--- src/cst_pkg.sv ---
// Shared types, character codes and the per-byte decode function of the CSV tokenizer.
package cst_pkg;

   // Command codes of the input channel.
   localparam logic CMD_DATA = 1'b0;
   localparam logic CMD_END  = 1'b1;

   // Characters that steer the tokenizer.
   localparam logic [7:0] CHAR_COMMA = 8'h2C;
   localparam logic [7:0] CHAR_QUOTE = 8'h22;
   localparam logic [7:0] CHAR_CR    = 8'h0D;
   localparam logic [7:0] CHAR_LF    = 8'h0A;

   // Line and quoting state kept between items.
   typedef struct packed {
      logic quoted;
      logic quote_pending;
      logic cr_pending;
      logic line_started;
      logic line_nonempty;
      logic on_header_line;
   } cst_state_type;

   // One result item as it sits in the response queue.
   typedef struct packed {
      logic [7:0] out_byte;
      logic       field_end;
      logic       record_end;
      logic       header_row;
      logic       last;
   } cst_result_type;

   // Outcome of feeding one line byte through the quote logic.
   typedef struct packed {
      logic       emit;
      logic [7:0] res_byte;
      logic       field_end;
      logic       quoted;
      logic       quote_pending;
   } cst_take_type;

   // Quote handling for one byte that belongs to the line.
   function automatic cst_take_type take_byte(input logic [7:0] c, input logic quoted,
                                              input logic quote_pending);
      cst_take_type t;
      logic         done;
      t.emit          = 1'b0;
      t.res_byte      = 8'h00;
      t.field_end     = 1'b0;
      t.quoted        = quoted;
      t.quote_pending = quote_pending;
      done            = 1'b0;
      // A quote after a pending quote is an escaped quote; anything else closes quoting.
      if (t.quote_pending) begin
         t.quote_pending = 1'b0;
         if (c == CHAR_QUOTE) begin
            t.emit     = 1'b1;
            t.res_byte = CHAR_QUOTE;
            done       = 1'b1;
         end else begin
            t.quoted = 1'b0;
         end
      end
      if (!done) begin
         if (c == CHAR_QUOTE) begin
            if (t.quoted) begin
               t.quote_pending = 1'b1;
            end else begin
               t.quoted = 1'b1;
            end
         end else if (c == CHAR_COMMA && !t.quoted) begin
            t.emit      = 1'b1;
            t.field_end = 1'b1;
         end else begin
            t.emit     = 1'b1;
            t.res_byte = c;
         end
      end
      return t;
   endfunction

endpackage

--- src/cst_req_if.sv ---
// Input channel of the CSV tokenizer: command and raw content byte.
interface cst_req_if;
   logic       valid;
   logic       ready;
   logic       cmd;
   logic [7:0] in_byte;

   modport source (output valid, output cmd, output in_byte, input ready);
   modport sink   (input valid, input cmd, input in_byte, output ready);
endinterface

--- src/cst_rsp_if.sv ---
// Result channel of the CSV tokenizer: field bytes and field-end marks.
interface cst_rsp_if;
   logic       valid;
   logic       ready;
   logic [7:0] out_byte;
   logic       field_end;
   logic       record_end;
   logic       header_row;
   logic       last;

   modport source (output valid, output out_byte, output field_end, output record_end,
                   output header_row, output last, input ready);
   modport sink   (input valid, input out_byte, input field_end, input record_end,
                   input header_row, input last, output ready);
endinterface

--- src/cst_parse.sv ---
// Per-item decode: next tokenizer state and the zero to two results one item causes.
module cst_parse (
   input  cst_pkg::cst_state_type  state_ff,
   input  logic                    cmd,
   input  logic [7:0]              in_byte,
   output cst_pkg::cst_state_type  state_in,
   output logic [1:0]              res_count,
   output cst_pkg::cst_result_type res0,
   output cst_pkg::cst_result_type res1
);
   import cst_pkg::*;

   cst_take_type   take_cr;
   cst_take_type   take_c;
   logic           cr_quoted;
   logic           cr_pending_q;
   cst_result_type res_a;
   cst_result_type res_b;
   logic           emit_a;
   logic           emit_b;

   // A held CR is replayed as a data byte ahead of the new byte.
   assign take_cr      = take_byte(CHAR_CR, state_ff.quoted, state_ff.quote_pending);
   assign cr_quoted    = state_ff.cr_pending ? take_cr.quoted : state_ff.quoted;
   assign cr_pending_q = state_ff.cr_pending ? take_cr.quote_pending
                                             : state_ff.quote_pending;
   assign take_c       = take_byte(in_byte, cr_quoted, cr_pending_q);

   // Decide state and the two candidate results.
   always_comb begin
      state_in = state_ff;
      emit_a   = 1'b0;
      emit_b   = 1'b0;
      res_a    = '{out_byte: 8'h00, field_end: 1'b1, record_end: 1'b1,
                   header_row: state_ff.on_header_line, last: 1'b0};
      res_b    = res_a;
      if (cmd == CMD_END) begin
         // End of content closes an open line and restores the reset state.
         emit_a                  = (state_ff.on_header_line && state_ff.line_started) ||
                                   state_ff.line_nonempty;
         state_in                = '0;
         state_in.on_header_line = 1'b1;
      end else if (in_byte == CHAR_LF) begin
         // Newline ends the line; the header line is reported even when empty.
         emit_a                  = state_ff.on_header_line || state_ff.line_nonempty;
         state_in                = '0;
         state_in.on_header_line = 1'b0;
      end else begin
         state_in.line_started = 1'b1;
         if (state_ff.cr_pending) begin
            emit_a                 = take_cr.emit;
            res_a.out_byte         = take_cr.res_byte;
            res_a.field_end        = take_cr.field_end;
            res_a.record_end       = 1'b0;
            state_in.line_nonempty = 1'b1;
            state_in.quoted        = take_cr.quoted;
            state_in.quote_pending = take_cr.quote_pending;
         end
         if (in_byte == CHAR_CR) begin
            state_in.cr_pending = 1'b1;
         end else begin
            state_in.cr_pending    = 1'b0;
            emit_b                 = take_c.emit;
            res_b.out_byte         = take_c.res_byte;
            res_b.field_end        = take_c.field_end;
            res_b.record_end       = 1'b0;
            state_in.line_nonempty = 1'b1;
            state_in.quoted        = take_c.quoted;
            state_in.quote_pending = take_c.quote_pending;
         end
      end
   end

   // Pack the emitted results to the front and mark the final one.
   always_comb begin
      res0      = res_a;
      res1      = res_b;
      res_count = {1'b0, emit_a} + {1'b0, emit_b};
      if (emit_a && emit_b) begin
         res1.last = 1'b1;
      end else if (emit_b) begin
         res0      = res_b;
         res0.last = 1'b1;
      end else begin
         res0.last = 1'b1;
      end
   end

endmodule

--- src/cst_rsp_fifo.sv ---
// Result queue that takes up to two results per cycle and hands out one per cycle while the receiver is ready.
module cst_rsp_fifo #(
   parameter int DEPTH = 4
) (
   input  logic                    clock,
   input  logic                    reset,
   input  logic [1:0]              push_count,
   input  cst_pkg::cst_result_type push0,
   input  cst_pkg::cst_result_type push1,
   output logic                    room,
   cst_rsp_if.source               rsp
);
   import cst_pkg::*;

   localparam int AW = (DEPTH > 1) ? $clog2(DEPTH) : 1;
   localparam int CW = $clog2(DEPTH + 1);
   localparam logic [CW-1:0] LIMIT = CW'(DEPTH - 2);
   localparam logic [AW-1:0] LAST  = AW'(DEPTH - 1);

   cst_result_type mem_ff [DEPTH];
   logic [AW-1:0]  wr_ptr_ff;
   logic [AW-1:0]  wr_ptr_in;
   logic [AW-1:0]  wr_next;
   logic [AW-1:0]  rd_ptr_ff;
   logic [AW-1:0]  rd_ptr_in;
   logic [CW-1:0]  count_ff;
   logic [CW-1:0]  count_in;
   logic           pop;

   function automatic logic [AW-1:0] ptr_inc(input logic [AW-1:0] p);
      return (p == LAST) ? '0 : p + AW'(1);
   endfunction

   assign room   = (count_ff <= LIMIT);
   assign pop    = rsp.valid && rsp.ready;
   assign wr_next = ptr_inc(wr_ptr_ff);

   // Pointer and fill count bookkeeping.
   always_comb begin
      wr_ptr_in = wr_ptr_ff;
      if (push_count == 2'd1) begin
         wr_ptr_in = wr_next;
      end else if (push_count == 2'd2) begin
         wr_ptr_in = ptr_inc(wr_next);
      end
      rd_ptr_in = pop ? ptr_inc(rd_ptr_ff) : rd_ptr_ff;
      count_in  = count_ff + CW'(push_count) - CW'(pop);
   end

   always_ff @(posedge clock) begin
      if (reset) begin
         wr_ptr_ff <= '0;
         rd_ptr_ff <= '0;
         count_ff  <= '0;
      end else begin
         wr_ptr_ff <= wr_ptr_in;
         rd_ptr_ff <= rd_ptr_in;
         count_ff  <= count_in;
      end
   end

   // Storage for queued results.
   always_ff @(posedge clock) begin
      if (push_count != 2'd0) begin
         mem_ff[wr_ptr_ff] <= push0;
      end
      if (push_count == 2'd2) begin
         mem_ff[wr_next] <= push1;
      end
   end

   // The head entry drives the result channel.
   assign rsp.valid      = (count_ff != '0);
   assign rsp.out_byte   = mem_ff[rd_ptr_ff].out_byte;
   assign rsp.field_end  = mem_ff[rd_ptr_ff].field_end;
   assign rsp.record_end = mem_ff[rd_ptr_ff].record_end;
   assign rsp.header_row = mem_ff[rd_ptr_ff].header_row;
   assign rsp.last       = mem_ff[rd_ptr_ff].last;

endmodule

--- src/csv_stream_tokenizer_core.sv ---
// Top level of the streaming CSV tokenizer.
//
// The req channel carries one item per cycle while req.ready is high: a content
// byte (cmd = data) or an end-of-content mark (cmd = end, byte ignored). The
// rsp channel returns field bytes and field-end marks, with record_end on the
// last field of a line, header_row on every result of the first line, and last
// on the final result that an input item causes. An item may cause zero, one
// or two results. An item is decoded in the cycle it is accepted; its results
// sit in the result queue from the next cycle on. Throughput is one input item
// per cycle while the queue has room; sustained output is one result per cycle
// if the receiver is ready, set by the single read port of the result queue.
// req.ready is high while the queue has room for two more results, so a
// stalled receiver backs up the input once DEPTH-1 or more results are queued,
// and no result is lost. Synchronous reset empties the queue and returns the
// tokenizer to the start of new content, on the header line.
module csv_stream_tokenizer_core #(
   parameter int DEPTH = 4
) (
   input  logic       clock,
   input  logic       reset,
   cst_req_if.sink    req,
   cst_rsp_if.source  rsp
);
   import cst_pkg::*;

   cst_state_type  state_ff;
   cst_state_type  state_in;
   cst_result_type res0;
   cst_result_type res1;
   logic [1:0]     res_count;
   logic [1:0]     push_count;
   logic           room;
   logic           accept;

   assign req.ready  = room;
   assign accept     = req.valid && req.ready;
   assign push_count = accept ? res_count : 2'd0;

   // Decode of the incoming item against the current line state.
   cst_parse u_parse (
      .state_ff  (state_ff),
      .cmd       (req.cmd),
      .in_byte   (req.in_byte),
      .state_in  (state_in),
      .res_count (res_count),
      .res0      (res0),
      .res1      (res1)
   );

   // Line and quoting state advances on each accepted item.
   always_ff @(posedge clock) begin
      if (reset) begin
         state_ff <= '{on_header_line: 1'b1, default: 1'b0};
      end else if (accept) begin
         state_ff <= state_in;
      end
   end

   // Queue of results waiting for the receiver.
   cst_rsp_fifo #(
      .DEPTH (DEPTH)
   ) u_rsp_fifo (
      .clock      (clock),
      .reset      (reset),
      .push_count (push_count),
      .push0      (res0),
      .push1      (res1),
      .room       (room),
      .rsp        (rsp)
   );

endmodule
--- src/flat_wrapper.sv ---
// flat-port wrapper written by rule: the top's interface ports become plain ports
module csv_stream_tokenizer_core_flat import cst_pkg::*;
#(
   parameter int DEPTH = 4
)
  (clock, reset, req_valid, req_cmd, req_in_byte, req_ready, rsp_valid, rsp_out_byte, rsp_field_end, rsp_record_end, rsp_header_row, rsp_last, rsp_ready);
  cst_req_if req_i ();
  cst_rsp_if rsp_i ();
  input  logic clock;
  input  logic reset;
  input wire logic [$bits(req_i.valid)-1:0] req_valid;
  input wire logic [$bits(req_i.cmd)-1:0] req_cmd;
  input wire logic [$bits(req_i.in_byte)-1:0] req_in_byte;
  output wire logic [$bits(req_i.ready)-1:0] req_ready;
  output wire logic [$bits(rsp_i.valid)-1:0] rsp_valid;
  output wire logic [$bits(rsp_i.out_byte)-1:0] rsp_out_byte;
  output wire logic [$bits(rsp_i.field_end)-1:0] rsp_field_end;
  output wire logic [$bits(rsp_i.record_end)-1:0] rsp_record_end;
  output wire logic [$bits(rsp_i.header_row)-1:0] rsp_header_row;
  output wire logic [$bits(rsp_i.last)-1:0] rsp_last;
  input wire logic [$bits(rsp_i.ready)-1:0] rsp_ready;
  assign req_i.valid = req_valid;
  assign req_i.cmd = req_cmd;
  assign req_i.in_byte = req_in_byte;
  assign req_ready = req_i.ready;
  assign rsp_valid = rsp_i.valid;
  assign rsp_out_byte = rsp_i.out_byte;
  assign rsp_field_end = rsp_i.field_end;
  assign rsp_record_end = rsp_i.record_end;
  assign rsp_header_row = rsp_i.header_row;
  assign rsp_last = rsp_i.last;
  assign rsp_i.ready = rsp_ready;
  csv_stream_tokenizer_core #(.DEPTH(DEPTH)) u_core (.clock(clock), .reset(reset), .req(req_i), .rsp(rsp_i));
endmodule
--- config.mk ---
export PLATFORM = sky130hd
export DESIGN_NAME = csv_stream_tokenizer_core_flat
export DESIGN_NICKNAME = d
export VERILOG_FILES = /design/src/cst_pkg.sv /design/src/cst_req_if.sv /design/src/cst_rsp_if.sv /design/src/cst_parse.sv /design/src/cst_rsp_fifo.sv /design/src/csv_stream_tokenizer_core.sv /design/src/flat_wrapper.sv
export SDC_FILE = /design/constraint.sdc
export NUM_CORES = 1
export LEC_CHECK = 0
export ABC_AREA = 1
export BUFFER_PORTS_ARGS = -buffer_cell sky130_fd_sc_hd__buf_2
export CORE_MARGIN = 2
export CORE_UTILIZATION = 61
export DETAILED_ROUTE_END_ITERATION = 8
export PLACE_DENSITY = 0.78
export SETUP_SLACK_MARGIN = 0.2
export SYNTH_ARGS = -nofsm -noshare
export SYNTH_HDL_FRONTEND = slang
export SYNTH_HIERARCHICAL = 1
export SYNTH_SLANG_ARGS = --single-unit
--- constraint.sdc ---
create_clock -name clock -period 3.3 [get_ports clock]
set_input_delay 0.165 -clock clock [delete_from_list [all_inputs] [get_ports clock]]
set_output_delay 0.165 -clock clock [all_outputs]
set_load 0.02 [all_outputs]
==> reports/results.ini <==
[status]
status=completed

[clock_network]
clock_latency_ns=0.34
clock_sinks=63
hold_bufs_at_cts=0
cts_root_buffer=sky130_fd_sc_hd__clkbuf_8
tritoncts=yes
clkTransAtPathRegs_ns=0.07
clock_tree.htree_level_count=3
ctsLongestPathBuffers=2
tritoncts.num_buffers=9

[setup_path]
timing.critical_path.cells=inv_1, nor2_1, nand3b_1, nand3_2, inv_1, ha_2, inv_1, nor2_1, inv_1, ha_1, inv_1, fa_1, xor2_1, nand2_1, nand2_1, nor2_1
crit_path_start_kind=flop
worst_path_largest_cell_delay_ns=0.42
timing.critical_path.mode_cell=sky130_fd_sc_hd__inv_1
cp_max_fo=6
critical_path_required_ns=3.53
critical-path-slowest-cell=sky130_fd_sc_hd__fa_1
cp-end-kind=flop
crit_arrival_ns=2.99
criticalPathCategory=flop to flop

[finish]
num-fill-cells=505
layout-drive-gt1-share_pct=19.84
nets=513
diode_count=0
seqCellArea_um2=1742
multi_input_comb_area_um2=1659
area_growth_pct=9.130

[route]
drt_first_pass_iters=5
wire_per_inst_um=14.16
routed.top_layer=met4
postRouteAntennaNets=0
routedLengthMet1_mm=3.443
routed-wl-met2_mm=3.961
vias_per_instance=5.475
met3RoutedLength_um=457
drc=0
drt_wl_total_mm=7.986
route.vias.total=3088
drt-initial-drc-count=264

[floorplanning]
die-height_um=82.75
initial_utilization_pct=63.51
ioPinCount=27
row_count=28
core-area_um2=5956
die_w_um=82.75
die_area_um2=6847

[placed_design]
place_hpwl_mm=5.662
place_congestion=0.9025
place_worst_setup_slack_ns=0.4854
portBuffers=26

[synth]
synthTopCellsByCount=89 x sky130_fd_sc_hd__nand2_1, 66 x sky130_fd_sc_hd__nor2_1, 52 x sky130_fd_sc_hd__inv_1
synth.ff_latch_count=63
synth_most_common_cell=sky130_fd_sc_hd__nand2_1
synth_fp_nets=484
async_reset_ff_share_pct=0
synth_enable_flop_cells=48
postSynth.topFlopCell=sky130_fd_sc_hd__edfxtp_1
synth_cells=455
post-synth-top-area-cell=sky130_fd_sc_hd__edfxtp_1
synthDominantCellAreaShare_pct=38.11
yosysWarningCount=6
synth.yosys.seq_area_share_pct=46.05
post_synth_design_cell_area_um2=3782
synth_top_cells_by_area=sky130_fd_sc_hd__edfxtp_1 38%, sky130_fd_sc_hd__nand2_1 8.8%, sky130_fd_sc_hd__dfxtp_1 7.9%
yosysUniqueCellTypes=34
synthesis.area_per_instance_um2=8.313

[sta]
final-max-slew-violation-count=0
max_freq_mhz=362.0
slew_headroom_pct=59.51
final.min_clock_period_ns=2.763
min_setup_slack_post_route_ns=0.5372
layout_worst_path_cycle_share_pct=83.72
final.setup.tns_ns=0
finClkSkew_ns=0.007069
timing.final.setup_violations=0
hold_violations=0
rsz0062_at_grt=no
worst_slew_pin_slew_ns=0.6028

[global_route]
grt_use_total_pct=25.93
grt_pass1_vias=2830
grt_remaining_overflow=0
grt_max_degree=25
antenna_found_initial=0
grt_first_pass_wirelength_mm=13.19

[power]
vdd_ir_drop_max_mv=0.3870
power_per_cell_area_nw_per_um2=689.9
p_leak_nw=1.801

[flow_run]
drv.max_cap_violation_count=0

[hold_path]
hp-class=input port to flop

==> cell usage in the layout (no fill, tap or decap), types with 3 or more instances in the layout <==
cell type                  count
sky130_fd_sc_hd__nand2_1      89
sky130_fd_sc_hd__buf_4        10
sky130_fd_sc_hd__nor2_2        4
sky130_fd_sc_hd__a21oi_1       6
sky130_fd_sc_hd__o21ai_0      24
sky130_fd_sc_hd__buf_2        26
sky130_fd_sc_hd__o21ai_1      43
sky130_fd_sc_hd__o21ai_2      13
sky130_fd_sc_hd__o22ai_1      12
sky130_fd_sc_hd__clkbuf_8     11
sky130_fd_sc_hd__nand3b_1      3
sky130_fd_sc_hd__nand2_2      13
sky130_fd_sc_hd__edfxtp_1     48
sky130_fd_sc_hd__dfxtp_1      15
sky130_fd_sc_hd__inv_2         7
sky130_fd_sc_hd__nor2_1       66
sky130_fd_sc_hd__nor3_1        4
sky130_fd_sc_hd__ha_1         14
sky130_fd_sc_hd__nand3_1       8
sky130_fd_sc_hd__inv_1        52
==> cells by family (layout without fill, tap and decap cells) <==
logic type	after synthesis	in the layout	synth area share (%)
simple gates	196	196	22.86
compound gates	101	101	15.22
buf+inv	78	112	10.16
flops	63	63	46.05
fa+ha+maj	16	16	5.491
xor+xnor	1	1	0.2316
==> state kept, by name, summed over array words and instances (netlist names), named ones only <==
| signal | cells |
|---|---|
| u_core/state_ff | 6 |
| u_core/u_rsp_fifo/rd_ptr_ff | 2 |
| u_core/u_rsp_fifo/count_ff | 3 |
| u_core/u_rsp_fifo/wr_ptr_ff | 2 |
| u_core/u_rsp_fifo/mem_ff | 48 |
==> what timing repair did <==
item                                    in CTS  in global routing
gates resized for setup                      0                  1
setup buffers                                0                  1
endpoints found under the setup margin       0                  1
==> metrics by stage <==
step           instances  power (mW)  cell area [µm²]  hold WS (ns)  utilization, %
6_report             564       2.848             4128       0.07129           69.31
5_1_grt              564       3.068             4128       0.07800           69.31
4_1_cts              563       2.869             4118       0.06216           69.14
3_5_place_dp         547       2.186             3916        0.4212           65.76
3_3_place_gp         547       2.157             3916        0.4230           65.76
2_1_floorplan        455       1.909             3782        0.2362               -
==> routing by layer <==
| layer | up-vias | track usage [%] |
|---|---|---|
| li1 | 1560 | - |
| met1 | 1427 | 33.76 |
| met2 | 88 | 43.23 |
| met3 | 13 | 5.652 |
| met4 | 0 | 8.361 |
| met5 | - | 0 |
==> area by class of cell <==
cell class	count	share of cell area (%)
clock inverters	3	1.031
multi-input cells	314	40.19
inverters	60	5.487
repair buffers	36	4.971
flip-flops and latches	63	42.19
well taps	75	2.273
clock buffers	13	3.850
==> power by group <==
| part | switching (mW) | internal [mW] | leakage [nW] |
|---|---|---|---|
| logic | 0.700 | 0.363 | 1.14 |
| clock network | 0.288 | 0.390 | 0.0996 |
| registers | 0.0902 | 1.02 | 0.562 |
| total | 1.08 | 1.77 | 1.80 |
==> worst paths after layout <==
check / start / to / slack [ns] / depth (start not counted)
setup / recovery: u_core/state_ff[4]$_SDFFE_PP0P_ / u_core/u_rsp_fifo/count_ff[2]$_SDFF_PP0_ / 0.54 / 16
hold / removal: reset / u_core/u_rsp_fifo/count_ff[1]$_SDFF_PP0_ / 0.07 / 2
setup reg to reg: u_core/state_ff[4]$_SDFFE_PP0P_ / u_core/u_rsp_fifo/count_ff[2]$_SDFF_PP0_ / 0.54 / 16
hold reg to reg: u_core/u_rsp_fifo/count_ff[2]$_SDFF_PP0_ / u_core/u_rsp_fifo/count_ff[2]$_SDFF_PP0_ / 0.53 / 2
==> critical path, delay by kind of cell, from the launching register on <==
kind                       cells  cell delay, ns
adders and majority gates      3            0.95
DFF                            1            0.36
xor gates and xnor gates       1            0.19
and+or+nand+nor                7            0.79
buffers and inverters          5            0.35
Note: power is estimated with default switching activity, not from simulation.
